**config.mk**
```make
export PLATFORM = sky130hd
export DESIGN_NAME = utf8_stream_decoder_flat
export DESIGN_NICKNAME = d
export VERILOG_FILES = /design/src/sv/utf8d_pkg.sv /design/src/sv/utf8d_ifs.sv /design/src/sv/utf8d_decode.sv /design/src/sv/utf8d_outq.sv /design/src/sv/utf8_stream_decoder.sv /design/src/flat_wrapper.sv
export SDC_FILE = /design/constraint.sdc
export NUM_CORES = 1
export LEC_CHECK = 0
export ABC_CLOCK_PERIOD_IN_PS = 5580
export BUFFER_PORTS_ARGS = -buffer_cell sky130_fd_sc_hd__buf_2
export CORE_ASPECT_RATIO = 0.75
export CORE_UTILIZATION = 55
export DETAILED_ROUTE_END_ITERATION = 12
export GPL_TIMING_DRIVEN = 0
export PLACE_DENSITY = 0.72
export SYNTH_ARGS = -nofsm -noshare
export SYNTH_HDL_FRONTEND = slang
export SYNTH_SLANG_ARGS = --single-unit
```
**constraint.sdc**
```tcl
create_clock -name clk -period 5.58 [get_ports clk]
set_input_delay 0.279 -clock clk [delete_from_list [all_inputs] [get_ports clk]]
set_output_delay 0.279 -clock clk [all_outputs]
set_load 0.05 [all_outputs]
```
**src/sv/utf8d_pkg.sv**
```systemverilog
// ----------------------------------------------------------------------------
// utf8d_pkg
// Shared types, constants and helpers of the UTF-8 stream decoder.
// ----------------------------------------------------------------------------
package utf8d_pkg;

  localparam int unsigned BYTE_W  = 8;
  localparam int unsigned CP_W    = 16;
  localparam int unsigned MAX_RES = 3;

  localparam logic [CP_W-1:0] REPLACEMENT_CP = 16'hFFFD;
  localparam logic [CP_W-1:0] END_CP         = 16'h0000;

  // kind of multi-byte sequence in progress
  typedef enum logic [1:0] {
    KIND_NONE  = 2'd0,
    KIND_TWO   = 2'd1,
    KIND_THREE = 2'd2,
    KIND_FOUR  = 2'd3
  } kind_t;

  typedef logic [CP_W-1:0] cp_t;

  // all results caused by one input byte
  typedef struct packed {
    logic [1:0]               cnt;
    logic                     is_end;
    logic [MAX_RES-1:0][CP_W-1:0] cp;
  } group_t;

  function automatic kind_t lead_kind(input logic [BYTE_W-1:0] b);
    kind_t k;
    k = KIND_NONE;
    priority if (!b[7])            k = KIND_NONE;
    else if (b[7:5] == 3'b110)     k = KIND_TWO;
    else if (b[7:4] == 4'b1110)    k = KIND_THREE;
    else if (b[7:3] == 5'b11110)   k = KIND_FOUR;
    else                           k = KIND_NONE;
    return k;
  endfunction

endpackage

```
**src/sv/utf8d_ifs.sv**
```systemverilog
// ----------------------------------------------------------------------------
// utf8d_ifs
// Valid/ready channels for encoded bytes in and code points out.
// ----------------------------------------------------------------------------
interface utf8d_byte_if;
  logic                          valid;
  logic                          ready;
  logic [utf8d_pkg::BYTE_W-1:0]  byte_value;

  modport source (output valid, output byte_value, input ready);
  modport sink   (input valid, input byte_value, output ready);
endinterface

interface utf8d_cp_if;
  logic                        valid;
  logic                        ready;
  logic [utf8d_pkg::CP_W-1:0]  code_point;
  logic                        end_of_text;
  logic                        last;

  modport source (output valid, output code_point, output end_of_text, output last,
                  input ready);
  modport sink   (input valid, input code_point, input end_of_text, input last,
                  output ready);
endinterface

```
**src/sv/utf8d_decode.sv**
```systemverilog
// ----------------------------------------------------------------------------
// utf8d_decode
// Sequence state and per-byte decode into a group of up to three results.
// ----------------------------------------------------------------------------
module utf8d_decode (
  input  logic                          clk,
  input  logic                          rst_n,
  input  logic                          take,
  input  logic [utf8d_pkg::BYTE_W-1:0]  byte_in,
  output utf8d_pkg::group_t             grp
);

  utf8d_pkg::kind_t                 kind_r, kind_nxt;
  logic [1:0]                       taken_r, taken_nxt;
  logic [utf8d_pkg::BYTE_W-1:0]     lead_r, lead_nxt;
  logic [utf8d_pkg::BYTE_W-1:0]     ffb_r, ffb_nxt;
  utf8d_pkg::kind_t                 new_kind;
  logic                             is_term;
  logic [1:0]                       taken_inc;

  assign new_kind  = utf8d_pkg::lead_kind(byte_in);
  assign is_term   = (byte_in == '0);
  assign taken_inc = taken_r + 2'd1;

  // next state
  always_comb begin
    kind_nxt  = kind_r;
    taken_nxt = taken_r;
    lead_nxt  = lead_r;
    ffb_nxt   = ffb_r;
    if (is_term) begin
      kind_nxt  = utf8d_pkg::KIND_NONE;
      taken_nxt = '0;
      lead_nxt  = '0;
      ffb_nxt   = '0;
    end else begin
      unique case (kind_r)
        utf8d_pkg::KIND_TWO: begin
          kind_nxt  = utf8d_pkg::KIND_NONE;
          taken_nxt = '0;
          lead_nxt  = '0;
          ffb_nxt   = '0;
        end
        utf8d_pkg::KIND_THREE: begin
          if (taken_r == 2'd0) begin
            ffb_nxt   = byte_in;
            taken_nxt = 2'd1;
          end else begin
            kind_nxt  = utf8d_pkg::KIND_NONE;
            taken_nxt = '0;
            lead_nxt  = '0;
            ffb_nxt   = '0;
          end
        end
        utf8d_pkg::KIND_FOUR: begin
          taken_nxt = taken_inc;
          if (taken_inc == 2'd3) begin
            kind_nxt  = utf8d_pkg::KIND_NONE;
            taken_nxt = '0;
            lead_nxt  = '0;
            ffb_nxt   = '0;
          end
        end
        default: begin
          if (new_kind != utf8d_pkg::KIND_NONE) begin
            kind_nxt  = new_kind;
            taken_nxt = '0;
            lead_nxt  = byte_in;
            ffb_nxt   = '0;
          end
        end
      endcase
    end
  end

  // result group
  always_comb begin
    grp        = '0;
    grp.is_end = is_term;
    if (is_term) begin
      unique case (kind_r)
        utf8d_pkg::KIND_TWO: begin
          grp.cp[0] = {8'h00, lead_r};
          grp.cp[1] = utf8d_pkg::END_CP;
          grp.cnt   = 2'd2;
        end
        utf8d_pkg::KIND_THREE: begin
          grp.cp[0] = {8'h00, lead_r};
          if (taken_r == 2'd1) begin
            // a stray 4-byte lead in the follow slot becomes a replacement
            grp.cp[1] = (ffb_r[7:3] == 5'b11110) ? utf8d_pkg::REPLACEMENT_CP
                                                 : {8'h00, ffb_r};
            grp.cp[2] = utf8d_pkg::END_CP;
            grp.cnt   = 2'd3;
          end else begin
            grp.cp[1] = utf8d_pkg::END_CP;
            grp.cnt   = 2'd2;
          end
        end
        utf8d_pkg::KIND_FOUR: begin
          grp.cp[0] = utf8d_pkg::REPLACEMENT_CP;
          grp.cp[1] = utf8d_pkg::END_CP;
          grp.cnt   = 2'd2;
        end
        default: begin
          grp.cp[0] = utf8d_pkg::END_CP;
          grp.cnt   = 2'd1;
        end
      endcase
    end else begin
      unique case (kind_r)
        utf8d_pkg::KIND_TWO: begin
          grp.cp[0] = {5'b00000, lead_r[4:0], byte_in[5:0]};
          grp.cnt   = 2'd1;
        end
        utf8d_pkg::KIND_THREE: begin
          grp.cp[0] = {lead_r[3:0], ffb_r[5:0], byte_in[5:0]};
          grp.cnt   = (taken_r == 2'd0) ? 2'd0 : 2'd1;
        end
        utf8d_pkg::KIND_FOUR: begin
          grp.cp[0] = utf8d_pkg::REPLACEMENT_CP;
          grp.cnt   = (taken_inc == 2'd3) ? 2'd1 : 2'd0;
        end
        default: begin
          grp.cp[0] = {8'h00, byte_in};
          grp.cnt   = (new_kind == utf8d_pkg::KIND_NONE) ? 2'd1 : 2'd0;
        end
      endcase
    end
  end

  always_ff @(posedge clk) begin
    if (!rst_n) begin
      kind_r  <= utf8d_pkg::KIND_NONE;
      taken_r <= '0;
      lead_r  <= '0;
      ffb_r   <= '0;
    end else if (take) begin
      kind_r  <= kind_nxt;
      taken_r <= taken_nxt;
      lead_r  <= lead_nxt;
      ffb_r   <= ffb_nxt;
    end
  end

endmodule

```
**src/sv/utf8d_outq.sv**
```systemverilog
// ----------------------------------------------------------------------------
// utf8d_outq
// Result register holding one group; hands out its entries one per transfer.
// ----------------------------------------------------------------------------
module utf8d_outq (
  input  logic               clk,
  input  logic               rst_n,
  input  logic               load,
  input  utf8d_pkg::group_t  grp,
  output logic               can_load,
  utf8d_cp_if.source         out_bus
);

  logic                    valid_r;
  logic [1:0]              idx_r;
  logic [1:0]              cnt_r;
  logic                    end_r;
  logic [utf8d_pkg::MAX_RES-1:0][utf8d_pkg::CP_W-1:0] cp_r;
  logic                    xfer;
  logic                    at_last;
  logic                    done;

  assign xfer     = out_bus.valid && out_bus.ready;
  assign at_last  = (idx_r == (cnt_r - 2'd1));
  assign done     = xfer && at_last;
  assign can_load = !valid_r || done;

  assign out_bus.valid       = valid_r;
  assign out_bus.code_point  = cp_r[idx_r];
  assign out_bus.last        = at_last;
  assign out_bus.end_of_text = end_r && at_last;

  always_ff @(posedge clk) begin
    if (!rst_n) begin
      valid_r <= 1'b0;
      idx_r   <= '0;
    end else begin
      if (done) begin
        valid_r <= 1'b0;
      end else if (xfer) begin
        idx_r <= idx_r + 2'd1;
      end
      if (load && (grp.cnt != 2'd0)) begin
        valid_r <= 1'b1;
        idx_r   <= '0;
      end
    end
  end

  always_ff @(posedge clk) begin
    if (load && (grp.cnt != 2'd0)) begin
      cnt_r <= grp.cnt;
      end_r <= grp.is_end;
      cp_r  <= grp.cp;
    end
  end

endmodule

```
**src/sv/utf8_stream_decoder.sv**
```systemverilog
// ----------------------------------------------------------------------------
// utf8_stream_decoder
// Decodes a zero-terminated UTF-8 byte stream into 16-bit code points.
// ----------------------------------------------------------------------------
// a byte waits in the input register until the result register takes its group
// throughput: one byte per cycle while the result register can load; a byte with
//   n results holds it for n transfers, and up to 3 for a terminator mid-sequence
// reset: synchronous active-low rst_n clears all sequence state and empties
//   the input and result registers
// ----------------------------------------------------------------------------
module utf8_stream_decoder (
  input  logic        clk,
  input  logic        rst_n,
  utf8d_byte_if.sink  in_bus,
  utf8d_cp_if.source  out_bus
);

  logic                          in_valid_r;
  logic [utf8d_pkg::BYTE_W-1:0]  byte_r;
  logic                          can_load;
  logic                          take;
  utf8d_pkg::group_t             grp;

  // decode the held byte once the result register can take its group
  assign take         = in_valid_r && can_load;
  assign in_bus.ready = !in_valid_r || take;

  always_ff @(posedge clk) begin
    if (!rst_n) begin
      in_valid_r <= 1'b0;
    end else if (in_bus.ready) begin
      in_valid_r <= in_bus.valid;
    end
  end

  always_ff @(posedge clk) begin
    if (in_bus.valid && in_bus.ready) begin
      byte_r <= in_bus.byte_value;
    end
  end

  utf8d_decode u_decode (
    .clk     (clk),
    .rst_n   (rst_n),
    .take    (take),
    .byte_in (byte_r),
    .grp     (grp)
  );

  utf8d_outq u_outq (
    .clk      (clk),
    .rst_n    (rst_n),
    .load     (take),
    .grp      (grp),
    .can_load (can_load),
    .out_bus  (out_bus)
  );

endmodule

```
**src/flat_wrapper.sv**
```systemverilog
// flat-port wrapper written by rule: the top's interface ports become plain ports
module utf8_stream_decoder_flat 
  (clk, rst_n, in_bus_valid, in_bus_byte_value, in_bus_ready, out_bus_valid, out_bus_code_point, out_bus_end_of_text, out_bus_last, out_bus_ready);
  utf8d_byte_if in_bus_i ();
  utf8d_cp_if out_bus_i ();
  input  logic clk;
  input  logic rst_n;
  input wire logic [$bits(in_bus_i.valid)-1:0] in_bus_valid;
  input wire logic [$bits(in_bus_i.byte_value)-1:0] in_bus_byte_value;
  output wire logic [$bits(in_bus_i.ready)-1:0] in_bus_ready;
  output wire logic [$bits(out_bus_i.valid)-1:0] out_bus_valid;
  output wire logic [$bits(out_bus_i.code_point)-1:0] out_bus_code_point;
  output wire logic [$bits(out_bus_i.end_of_text)-1:0] out_bus_end_of_text;
  output wire logic [$bits(out_bus_i.last)-1:0] out_bus_last;
  input wire logic [$bits(out_bus_i.ready)-1:0] out_bus_ready;
  assign in_bus_i.valid = in_bus_valid;
  assign in_bus_i.byte_value = in_bus_byte_value;
  assign in_bus_ready = in_bus_i.ready;
  assign out_bus_valid = out_bus_i.valid;
  assign out_bus_code_point = out_bus_i.code_point;
  assign out_bus_end_of_text = out_bus_i.end_of_text;
  assign out_bus_last = out_bus_i.last;
  assign out_bus_i.ready = out_bus_ready;
  utf8_stream_decoder u_core (.clk(clk), .rst_n(rst_n), .in_bus(in_bus_i), .out_bus(out_bus_i));
endmodule
```
==> metrics.cfg, run 1 <==
[global_routing]
antenna_found_initial=0
grt_use_total_pct=25.4
grt_overflow=0
grt_pass1_vias=2077
grt_max_degree=31
grt_pass1_wl_mm=10.4

[critical_path]
setup.worst_path.end_class=flip-flop
worstPathArrival_ps=2460
critPathMaxFanout=30
critical_path_required_ps=5540
cp-start-kind=flip-flop
path_class=reg2reg

[routing]
wl_per_cell_um=15.6
drcViolationCount=0
wl_mm=6.34
vias=2289
postRouteAntennaNets=0
drt_pre_antenna_iters=5
drtIter0Drc=165
via_per_inst=5.62

[yosys]
synth_edf_count=36
synth_cell_types=44
avgSynthCellArea_sq_um=10.3
synth_fp_nets=306
synth-seq-cells=60
async_flop_share_pct=0
syn_inst=289
synth_flop_cell=edfxtp_1
seq_area_frac_synth_pct=52.2
yosys_warnings=0
netlist_area_sq_um=2990

[worst_hold_path]
hold_path_class=in2reg

[finish]
syn_to_final_growth_pct=13.5
antennaDiodeCount=0
utilization_pct=67.0
nets=347
drive_gt1_share_pct=15.8
fillCellCount=436

[sta]
hold_viol_final=0
min_period_over_period_pct=44.9
slew_viol_final=0
clock_skew_ps=6.07
rsz0062_at_grt=false
fin_setup_tns_ps=0
relSlewSlack_pct=25.1
fmax_mhz=399
setup_viol=0
min_period_ps=2500
worstMarginPinSlew_ps=1120

[clock_network]
cts_sinks=60
cts_hold_buffers=0
clk_path_buf_depth=2
cts_buffers=9
clock_latency_ps=340
root_buffer=clkbuf_8
htreeDepth=3
cts.reportedPaths.clkPinSlew_ps=60
ctsResizeCount=0
cts_setup_buffers=0
cts_tree=yes

[floorplanning]
dieArea_sq_um=5740
die_y_um=65.8
core_sq_um=5060
initial_core_util_pct=59.0
rows=22
pin_count=32
fp.dieW_um=87.1

[run]
maxCapViolCount=0

[power_and_ir_drop]
p_per_area_nw_per_um2=270
vdd_ir_drop_max_mv=0.227
p_leak_nw=1.23

[place]
port_buffers=30
gp_congestion=0.896
dp_hpwl_mm=4.48

[outcome]
outcome=finished, final reports clean

## metal layers
| layer | part of all wire [%] | routed length, um | vias up | GRT usage [%] |
|---|---|---|---|---|
| li1 | - | - | 1119 | - |
| met1 | 47 | 2960 | 1065 | 35.6 |
| met2 | 43 | 2750 | 95 | 37.6 |
| met3 | 8.5 | 542 | 10 | 8.24 |
| met4 | 1.4 | 90 | 0 | 7.58 |
| met5 | 0 | 0 | - | 0 |
## cell families after synthesis
logic type	Yosys count	synth area share (%)
fa+ha+maj	5	2.09
simple gates	115	18.2
xor+xnor	3	1.13
flops	60	52.2
mux	27	9.46
buf+inv	25	3.81
compound gates	54	13.1
## path summary, 6_finish.rpt
| kind | from | to | slack, ps | cells after the start |
|---|---|---|---|---|
| setup / recovery | u_core.byte_r[3]$_DFFE_PP_ | u_core.u_outq.cp_r[23]$_SDFFCE_PN0P_ | 3080 | 4 |
| hold / removal | in_bus_byte_value[3] | u_core.byte_r[3]$_DFFE_PP_ | 120 | 1 |
| hold reg to reg | u_core.u_decode.lead_r[6]$_SDFFE_PN0P_ | u_core.u_decode.lead_r[6]$_SDFFE_PN0P_ | 460 | 2 |
| setup reg to reg | u_core.byte_r[3]$_DFFE_PP_ | u_core.u_outq.cp_r[23]$_SDFFCE_PN0P_ | 3080 | 4 |
## worst max-delay path, cell delays in order (launching register included)
cell	delay (ps)
edfxtp_1	500
nor4_1	340
nand2_1	180
clkbuf_1	290
a21oi_4	790
## cells in the mapped netlist (5+ instances only)
| master | count | share of area, % |
|---|---|---|
| nand2_1 | 43 | 5.4 |
| edfxtp_1 | 36 | 36 |
| mux2i_1 | 26 | 8.7 |
| nor2_1 | 25 | 3.1 |
| dfxtp_1 | 24 | 16 |
| a21oi_1 | 19 | 3.2 |
| clkbuf_1 | 13 | 1.6 |
| nand2b_1 | 12 | 2.5 |
| nand3_1 | 10 | 1.7 |
| and2_1 | 6 | 1.3 |
| a21boi_0 | 5 | 1.3 |
| a221o_1 | 5 | 1.7 |
| a221oi_1 | 5 | 1.5 |
| ha_1 | 5 | 2.1 |
| inv_1 | 5 | 0.63 |
## sequential cells by signal, indices dropped and copies added (netlist names)
signal / count
u_core.byte_r: 8
u_core.in_valid_r: 1
u_core.u_decode.ffb_r: 8
u_core.u_decode.kind_r: 2
u_core.u_decode.lead_r: 8
u_core.u_decode.taken_r: 2
u_core.u_outq.cnt_r: 2
u_core.u_outq.cp_r: 25
u_core.u_outq.end_r: 1
u_core.u_outq.idx_r: 2
u_core.u_outq.out_bus.valid: 1
## metrics by stage
| stage | cells | total power [mW] | hold slack [ps] | area, sq um | worst slack [ps] |
|---|---|---|---|---|---|
| final | 407 | 0.916 | 116 | 3390 | 3080 |
| after global routing | 407 | 0.951 | 96.6 | 3390 | 2730 |
| after CTS | 407 | 0.922 | 103 | 3390 | 3060 |
| after detailed placement | 391 | 0.613 | 455 | 3240 | 3130 |
| after global placement | 391 | 0.611 | 444 | 3230 | 1940 |
| after floorplan | 289 | 0.586 | 378 | 2990 | 2610 |
## area by class of cell
type	count	area, sq um	area share [%]
inverter	6	23.8	0.701
timing repair buffer	30	150	4.43
clock inverter	5	20.0	0.590
clock buffer	11	131	3.87
sequential	60	1560	46.0
buffer	19	90.1	2.66
multi-input combinational	204	1330	39.1
tap	72	90.1	2.66
## report_power, final
part	total [mW]	switching, mW	internal, mW
Combinational	0.104	0.0733	0.0302
Sequential	0.501	0.0116	0.489
Clock	0.312	0.157	0.154
Total	0.916	0.242	0.674
## placed cells by master (no fill, tap or decap), types with 6 or more instances in the layout
master / n
nand2_1: 43
edfxtp_1: 36
buf_2: 33
mux2i_1: 26
nor2_1: 25
dfxtp_1: 24
a21oi_1: 18
clkbuf_1: 15
nand2b_1: 12
nand3_1: 10
clkbuf_8: 9
and2_1: 6
Power figures use the tool's default switching activity.
==> inputs of run 2 (changes only) <==
--- a/config.mk
+++ b/config.mk
@@ -5,7 +5,7 @@
 export SDC_FILE = /design/constraint.sdc
 export NUM_CORES = 1
 export LEC_CHECK = 0
-export ABC_CLOCK_PERIOD_IN_PS = 5580
+export ABC_CLOCK_PERIOD_IN_PS = 2390
 export BUFFER_PORTS_ARGS = -buffer_cell sky130_fd_sc_hd__buf_2
 export CORE_ASPECT_RATIO = 0.75
 export CORE_UTILIZATION = 55
==> constraint.sdc (replaced) <==
create_clock -name clk -period 2.39 [get_ports clk]
set_input_delay 0.1195 -clock clk [delete_from_list [all_inputs] [get_ports clk]]
set_output_delay 0.1195 -clock clk [all_outputs]
set_load 0.05 [all_outputs]
==> run 2 against run 1 <==
  * Sequential share of layout area shrank 2.1 points
  * Sequential power grew 130%
  * Clock skew is 3.5 ps higher
  * Utilization rose by 3.2 points
  * Setup slack worse by 3000 ps
  * Largest cell class unchanged
==> metrics.cfg, run 2 (synthesis results as in run 1) <==
[sta]
setup_viol=0
fmax_mhz=435
clock_skew_ps=9.56
worstMarginPinSlew_ps=673
relSlewSlack_pct=54.9
min_period_ps=2300
worst_hold_slack_ps=92.8
rsz0062_at_grt=false
min_period_over_period_pct=96.3
slew_viol_final=0
hold_viol_final=0

[clock_network]
cts_buffers=9
htreeDepth=3
clk_path_buf_depth=2
cts_sinks=60
clock_latency_ps=340
root_buffer=clkbuf_8
cts_tree=yes
cts.reportedPaths.clkPinSlew_ps=70

[routing]
drtIter0Drc=137
wl_mm=6.88
via_per_inst=5.66
wl_per_cell_um=16.5
postRouteAntennaNets=0
drcViolationCount=0
vias=2362
drt_pre_antenna_iters=4

[global_routing]
grt_overflow=0
grt_use_total_pct=26.6
grt_max_degree=16
grt_pass1_vias=2216
antenna_found_initial=0
grt_pass1_wl_mm=10.9

[power_and_ir_drop]
vdd_ir_drop_max_mv=0.404
p_leak_nw=1.29
p_per_area_nw_per_um2=624

[finish]
syn_to_final_growth_pct=19.0
antennaDiodeCount=0
fillCellCount=414
nets=357
seq_area_sq_um=1560
final_cells=417
multi_input_area_sq_um=1370
layout_common_cells=nand2_1, edfxtp_1, buf_2, nor2_1, mux2i_1
largest_reg_flops=25
final_common_cell=nand2_1
top_register=u_core.u_outq.cp_r
drive_gt1_share_pct=18.6

[floorplanning]
pin_count=32
initial_core_util_pct=59.0
rows=22
die_y_um=65.8
dieArea_sq_um=5740
core_sq_um=5060
fp.dieW_um=87.1

[critical_path]
r2r_start=u_core.u_decode.kind_r[1]$_SDFFE_PN0P_
path_cells=inv_1 > ha_1 > clkbuf_1 > or3_1 > or2_2 > a221o_1
worstPathArrival_ps=2380
setup.worst_path.end_class=flip-flop
worst_r2r_path_depth=6
rr_endpoint=u_core.u_outq.cp_r[5]$_DFFE_PP_
cpPeakStageDelay_ps=440
critPathMaxFanout=10
startpoint=u_core.u_decode.kind_r[1]$_SDFFE_PN0P_
reg2reg_slack_ps=90
critical_path_required_ps=2470
cpMaxStageDelayCell=or3_1
endpoint=u_core.u_outq.cp_r[5]$_DFFE_PP_
cp-start-kind=flip-flop
path_class=reg2reg

[place]
dp.cells=391
dp_hpwl_mm=4.67
port_buffers=30
gp_congestion=0.881

[outcome]
outcome=finished, final reports clean

[worst_hold_path]
hold_start=in_bus_valid
hold_path_class=in2reg
min_path_cells=3

[run]
maxCapViolCount=0

-- run 2: cell types whose count changed in the layout (fill, tap and decap cells not counted), moves of 2 or more --
cell           previous run  this run
clkinv_1                  4         1
dlygate4sd3_1             0         8
nor3_2                    0         2
nor3_1                    2         0
-- run 2: worst max-delay path, delay by kind of cell (launching register included) --
family	cells	cell delay, ps
AOI/OAI and AO/OA	1	350
buffers and inverters	2	340
adders and majority gates	1	180
DFF	1	390
and+or+nand+nor	2	780
-- run 2: metal layers --
metal | part of all wire, % | vias up | GRT usage (%)
met2 | 47 | 102 | 42.2
met1 | 45 | 1104 | 34.9
met3 | 7.7 | 8 | 7.87
met4 | 0.92 | 0 | 9.22
li1 | - | 1148 | -
met5 | 0 | - | 0
-- run 2: how the worst min path moves through the flow --
stage,endpoint,slack (ps)
floorplan,u_core.byte_r[0]$_DFFE_PP_,220
global placement,u_core.byte_r[0]$_DFFE_PP_,300
detailed placement,u_core.byte_r[6]$_DFFE_PP_,300
CTS,u_core.in_valid_r$_SDFFE_PN0N_,80
global route,u_core.in_valid_r$_SDFFE_PN0N_,100
finish,u_core.in_valid_r$_SDFFE_PN0N_,90
-- run 2: through the flow --
stage | power, mW | utilization [%] | instance area [sq um] | setup slack (ps) | TNS (ps)
floorplan | 1.37 | - | 3010 | 1.63 | 0
global placement | 1.43 | 64.2 | 3250 | -20.6 | -525
detailed placement | 1.44 | 64.2 | 3250 | -55.3 | -1580
CTS | 2.21 | 69.3 | 3510 | 25.2 | 0
global route | 2.29 | 70.2 | 3560 | 5.90 | 0
finish | 2.22 | 70.2 | 3560 | 89.1 | 0
-- run 2: cell type report --
class | instances | area share (%)
Timing Repair Buffer | 40 | 7.25
Inverter | 6 | 0.669
Tap cell | 72 | 2.53
Clock inverter | 3 | 0.387
Clock buffer | 13 | 4.19
Multi-Input combinational cell | 205 | 38.6
Sequential cell | 60 | 43.9
Buffer | 18 | 2.46
-- run 2: where the power goes --
group / total (mW) / switching (mW) / internal, mW / leakage [nW]
Combinational: 0.271 / 0.182 / 0.0886 / 0.673
Clock: 0.778 / 0.380 / 0.398 / 0.0848
Sequential: 1.17 / 0.0276 / 1.14 / 0.536
-- run 2: timing repair --
item | 4_1_cts | 5_1_grt
hold buffers | 8 | 0
pin swaps | 1 | 3
hold endpoints to repair | 8 | 0
gates cloned | 1 | 0
resized for setup | 1 | 6
endpoints found under the setup margin | 36 | 47
setup buffers | 0 | 2
